File: src/adcn_pkg.sv
// package: shared types, constants and status codes of the axis normalizer
`timescale 1ns / 1ps
package adcn_pkg;

    localparam int CHANNELS = 128;
    localparam int IDX_W    = (CHANNELS > 1) ? $clog2(CHANNELS) : 1;
    localparam int CHAN_W   = 8;
    localparam int VAL_W    = 32;
    localparam int MAP_W    = 18;
    localparam int QUO_W    = 16;
    localparam int CNT_W    = $clog2(QUO_W + 1);

    localparam logic [CHAN_W:0] CHAN_LIM = (CHAN_W + 1)'(CHANNELS);

    localparam logic KIND_SAMPLE = 1'b0;
    localparam logic KIND_LOAD   = 1'b1;

    localparam logic [1:0] ST_OK        = 2'd0;
    localparam logic [1:0] ST_BAD_CHAN  = 2'd1;
    localparam logic [1:0] ST_BAD_ORDER = 2'd2;

    localparam logic signed [VAL_W-1:0] Q16_ONE     = 32'sd65536;
    localparam logic signed [VAL_W-1:0] Q16_NEG_ONE = -32'sd65536;
    localparam logic signed [MAP_W-1:0] MAP_ONE     = 18'sd65536;
    localparam logic signed [MAP_W-1:0] MAP_NEG_ONE = -18'sd65536;
    localparam logic signed [MAP_W-1:0] MAP_ZERO    = 18'sd0;

    typedef struct packed {
        logic                    kind;
        logic [CHAN_W-1:0]       chan;
        logic signed [VAL_W-1:0] sample;
        logic signed [VAL_W-1:0] clip_min;
        logic signed [VAL_W-1:0] zero_low;
        logic signed [VAL_W-1:0] zero_high;
        logic signed [VAL_W-1:0] clip_max;
    } t_in_req;

    typedef struct packed {
        logic signed [MAP_W-1:0] mapped;
        logic [1:0]              status;
    } t_out_rsp;

    typedef struct packed {
        logic signed [VAL_W-1:0] mn;
        logic signed [VAL_W-1:0] zl;
        logic signed [VAL_W-1:0] zh;
        logic signed [VAL_W-1:0] mx;
    } t_row;

    localparam t_row ROW_RESET = '{mn: Q16_NEG_ONE, zl: '0, zh: '0, mx: Q16_ONE};

endpackage

File: src/adcn_div.sv
// restoring divider: one quotient bit per cycle of (num << 16) / den, num < den
`timescale 1ns / 1ps
module adcn_div (
    input  logic                       i_clk,
    input  logic                       i_rst_n,
    input  logic                       i_start,
    input  logic [adcn_pkg::VAL_W-1:0] i_num,
    input  logic [adcn_pkg::VAL_W-1:0] i_den,
    output logic                       o_done,
    output logic [adcn_pkg::QUO_W-1:0] o_quo
);
    import adcn_pkg::*;

    logic [VAL_W:0]   r_rem, n_rem;
    logic [VAL_W-1:0] r_den;
    logic [QUO_W-1:0] r_quo, n_quo;
    logic [CNT_W-1:0] r_cnt;
    logic             r_busy;
    logic             r_done;
    logic [VAL_W:0]   shifted;
    logic [VAL_W:0]   diff;

    // remainder stays below den, so the shift never loses a bit
    assign shifted = {r_rem[VAL_W-1:0], 1'b0};
    assign diff    = shifted - {1'b0, r_den};

    always_comb begin
        if (shifted >= {1'b0, r_den}) begin
            n_rem = diff;
            n_quo = {r_quo[QUO_W-2:0], 1'b1};
        end else begin
            n_rem = shifted;
            n_quo = {r_quo[QUO_W-2:0], 1'b0};
        end
    end

    always_ff @(posedge i_clk) begin
        if (i_start) begin
            r_rem <= {1'b0, i_num};
            r_den <= i_den;
            r_quo <= '0;
        end else if (r_busy) begin
            r_rem <= n_rem;
            r_quo <= n_quo;
        end
    end

    always_ff @(posedge i_clk) begin
        if (!i_rst_n) begin
            r_busy <= 1'b0;
            r_done <= 1'b0;
            r_cnt  <= '0;
        end else begin
            r_done <= 1'b0;
            if (i_start) begin
                r_busy <= 1'b1;
                r_cnt  <= '0;
            end else if (r_busy) begin
                r_cnt <= r_cnt + 1'b1;
                if (r_cnt == CNT_W'(QUO_W - 1)) begin
                    r_busy <= 1'b0;
                    r_done <= 1'b1;
                end
            end
        end
    end

    assign o_done = r_done;
    assign o_quo  = r_quo;

endmodule

File: config.mk
export PLATFORM = sky130hd
export DESIGN_NAME = adcn_div
export DESIGN_NICKNAME = d
export VERILOG_FILES = /design/src/adcn_pkg.sv /design/src/adcn_div.sv
export SDC_FILE = /design/constraint.sdc
export NUM_CORES = 1
export LEC_CHECK = 0
export CAP_MARGIN = 40
export CORE_MARGIN = 2
export CORE_UTILIZATION = 55
export CTS_CLUSTER_SIZE = 24
export DETAILED_ROUTE_END_ITERATION = 7
export DONT_BUFFER_PORTS = 1
export GPL_ROUTABILITY_DRIVEN = 0
export HOLD_SLACK_MARGIN = 0.12
export PLACE_DENSITY = 0.73
export RECOVER_POWER = 25
export SLEW_MARGIN = 20
export SYNTH_ARGS = -nofsm -noshare
export SYNTH_HDL_FRONTEND = slang
export SYNTH_SLANG_ARGS = --single-unit
File: constraint.sdc
create_clock -name i_clk -period 3.15 [get_ports i_clk]
set_input_delay 0.63 -clock i_clk [delete_from_list [all_inputs] [get_ports i_clk]]
set_output_delay 0.63 -clock i_clk [all_outputs]
set_load 0.02 [all_outputs]
==> results.yml <==
run_status:
  outcome: "completed"
cts:
  ctsHoldBuffers: 0
  clockRootBuffer: "clkbuf_8"
  cts_tree: "done"
  htree_num_levels: 3
  clockBufferDepth: 2
  clkSlewWorstSetupHoldPaths_ps: 100
  cts_num_sinks: 87
  clkLatencyLatePin_ps: 400
  numCtsBuffers: 9
synth:
  yosysWarnings: 0
  synth_top_family_by_area: "multiplexers"
  syn_area_mm2: 0.00561
  synth-simple-area-share: 0.105
  yosys.area_share.adder: 0.0794
  ys.flop_type: "edfxtp_1"
  syn_inst: 532
  ys_types: 63
  ys_ff_latch: 87
  synthMuxAreaShare: 0.141
  syn-mean-instance-area_um2: 10.6
  syn-num-nets: 634
  synth-compound-area-share: 0.139
  synth-edff-count: 64
  synth_xor_area_frac: 0.0453
  synthArstFlopShare: 0
  synth-seq-area-share: 0.424
power:
  power.density_mw_per_mm2: 868
  p_leak_uw: 0.00255
  finalPower_uw: 5410
  peakVddDrop_v: 0.000439
sta:
  min_period_over_period: 0.983
  worst_pin_slew_ps: 522
  slew_headroom: 0.648
  fin_crit_ps: 3100
  setup_ws_ps: 52.6
  drv_slew: 0
  finalClockSkew_ps: 12.1
  fmax_mhz: 323
  setup_viol: 0
  holdWs_ps: 321
  hold_viol_final: 0
global_routing:
  grt_max_degree: 95
  grt_pass1_vias: 3888
  grt_pass1_wl_mm: 18.6
  grtUsageTotal: 0.211
  met1_usage: 0.263
  antenna_found_initial: 0
  overflow: 0
  met3_usage: 0.0830
  busiest_layer: "met2"
  use_met2: 0.339
place:
  place_hpwl_mm: 7.93
  portBuffers: 0
  dpl_cell_area_mm2: 0.00569
  pre_cts_ws_ps: 54.1
final_layout:
  antenna_cells: 0
  final_area_mm2: 0.00623
  synthToLayoutAreaGrowth_pct: 11.0
  drive_gt1_frac: 0.230
  nets: 631
worst_setup_path:
  crit_path_end_kind: "register"
  arrival_ps: 3250
  worstPathRequired_ps: 3300
  crit_fanout: 11
  worstSetupPathType: "register to register"
  crit_path_start_kind: "register"
floorplan:
  fp.coreArea_mm2: 0.00982
  die_h_um: 105
  rows: 36
  initial_core_util: 0.572
  die_x_um: 105
  ioPinCount: 84
  die_area_mm2: 0.0110
route:
  ant_nets: 0
  wire_per_inst_um: 17.7
  drc: 0
  wirelength_mm: 11.8
  drt_iter0_drc: 218
  viasPerCell: 5.81
  first_pass_iters: 4
  vias: 3878
worst_hold_path:
  hold_class: "input port to register"
flow_run:
  maxCapViolCount: 0
## sequential cells by signal (all words and copies together) (netlist names)
name,cells
r_cnt,5
r_busy,1
o_quo,16
o_done,1
r_rem,32
r_den,32
## cells in the mapped netlist (all sizes together), types with 2 or more instances
master	number	area [µm²]
o211ai	2	20.0
edfxtp	64	1920
nand4	9	56.3
a211oi	5	47.5
a21oi	32	175
nand3b	2	15.0
nor3b	3	22.5
a221o	3	30.0
buf	23	163
mux2i	21	210
xnor2	19	166
a211o	3	26.3
nor2	45	169
a21o	11	82.6
nand2	34	128
mux2	46	582
ha	34	425
o21a	6	45.0
nor2b	7	43.8
o31ai	4	35.0
xor2	10	87.6
o2111ai	4	35.0
and3	4	25.0
or2	3	18.8
nand3	5	25.0
inv	43	161
dfxtp	23	460
clkbuf	12	45.0
nor3	5	25.0
nand2b	2	12.5
o21bai	4	45.0
a31o	3	26.3
o21ai	22	110
or3	3	18.8
## through the flow
step,util,cells,TNS [ps]
after global routing,0.635,667,-382
after global placement,0.580,643,0
after detailed placement,0.580,643,0
final,0.635,667,0
after floorplan,-,532,0
after CTS,0.600,659,0
## report_power, final
part           internal (µW)  leakage (µW)  total (µW)  switching [µW]
Sequential              1490      0.000823        1640             148
Combinational           1580       0.00163        2970            1390
Clock                    314      0.000102         798             484
Total                   3390       0.00255        5410            2020
## metal layers
| layer | wire, µm | vias to the layer above |
|---|---|---|
| li1 | - | 1900 |
| met1 | 5000 | 1837 |
| met2 | 5760 | 117 |
| met3 | 805 | 24 |
| met4 | 227 | 0 |
| met5 | 0 | - |
## what timing repair did
item                                    4_1_cts  5_1_grt
setup buffers                                 0        5
hold endpoints to repair                      0        0
endpoints found under the setup margin        0       24
resized for setup                             0       38
## cell families (layout without fill, tap and decap cells)
kind of cell               Yosys count  count (layout)
and+or+nand+nor                    126             126
AOI/OAI and AO/OA                  110             110
DFF                                 87              87
buffers and inverters               78              80
muxes                               67              67
adders and majority gates           35              35
xor gates and xnor gates            29              29
## layout by cell type, fill, tap and decap left out, types with 4 or more instances in the layout
master	n
edfxtp_1	64
nor2_1	45
inv_1	43
nand2_1	33
a21oi_1	28
mux2_2	28
dfxtp_1	23
o21ai_0	21
mux2i_1	21
xnor2_1	19
ha_1	18
mux2_4	17
buf_4	16
ha_4	13
a21o_1	11
xor2_1	10
nand4_1	9
clkbuf_8	9
nor2b_1	6
o21a_1	6
and3_1	4
nor3_1	4
nand3_1	4
inv_8	4
## cell type report
cell class	count	area (µm²)
Tap cell	133	166
Inverter	43	161
Sequential cell	87	2380
Timing Repair Buffer	21	230
Clock inverter	7	71.3
Clock buffer	9	124
Multi-Input combinational cell	367	3100
Fill cell	813	3590
## worst max-delay path: stages, from the launching register on
cell	delay, ps
edfxtp_1	440
ha_1	400
nand4_1	170
or3_1	410
a211oi_4	230
o211ai_2	140
o21bai_4	280
buf_12	200
mux2_4	310
mux2_2	270
## final timing paths
kind | from | endpoint | slack (ps) | cells after the start
worst max-delay path | r_rem[16] | r_rem[15] | 50 | 9
worst min-delay path | i_den[23] | r_den[23] | 320 | 0
worst max register to register | r_rem[16] | r_rem[15] | 50 | 9
worst min register to register | r_cnt[4] | r_cnt[4] | 490 | 2
(Power assumes the default switching activity.)
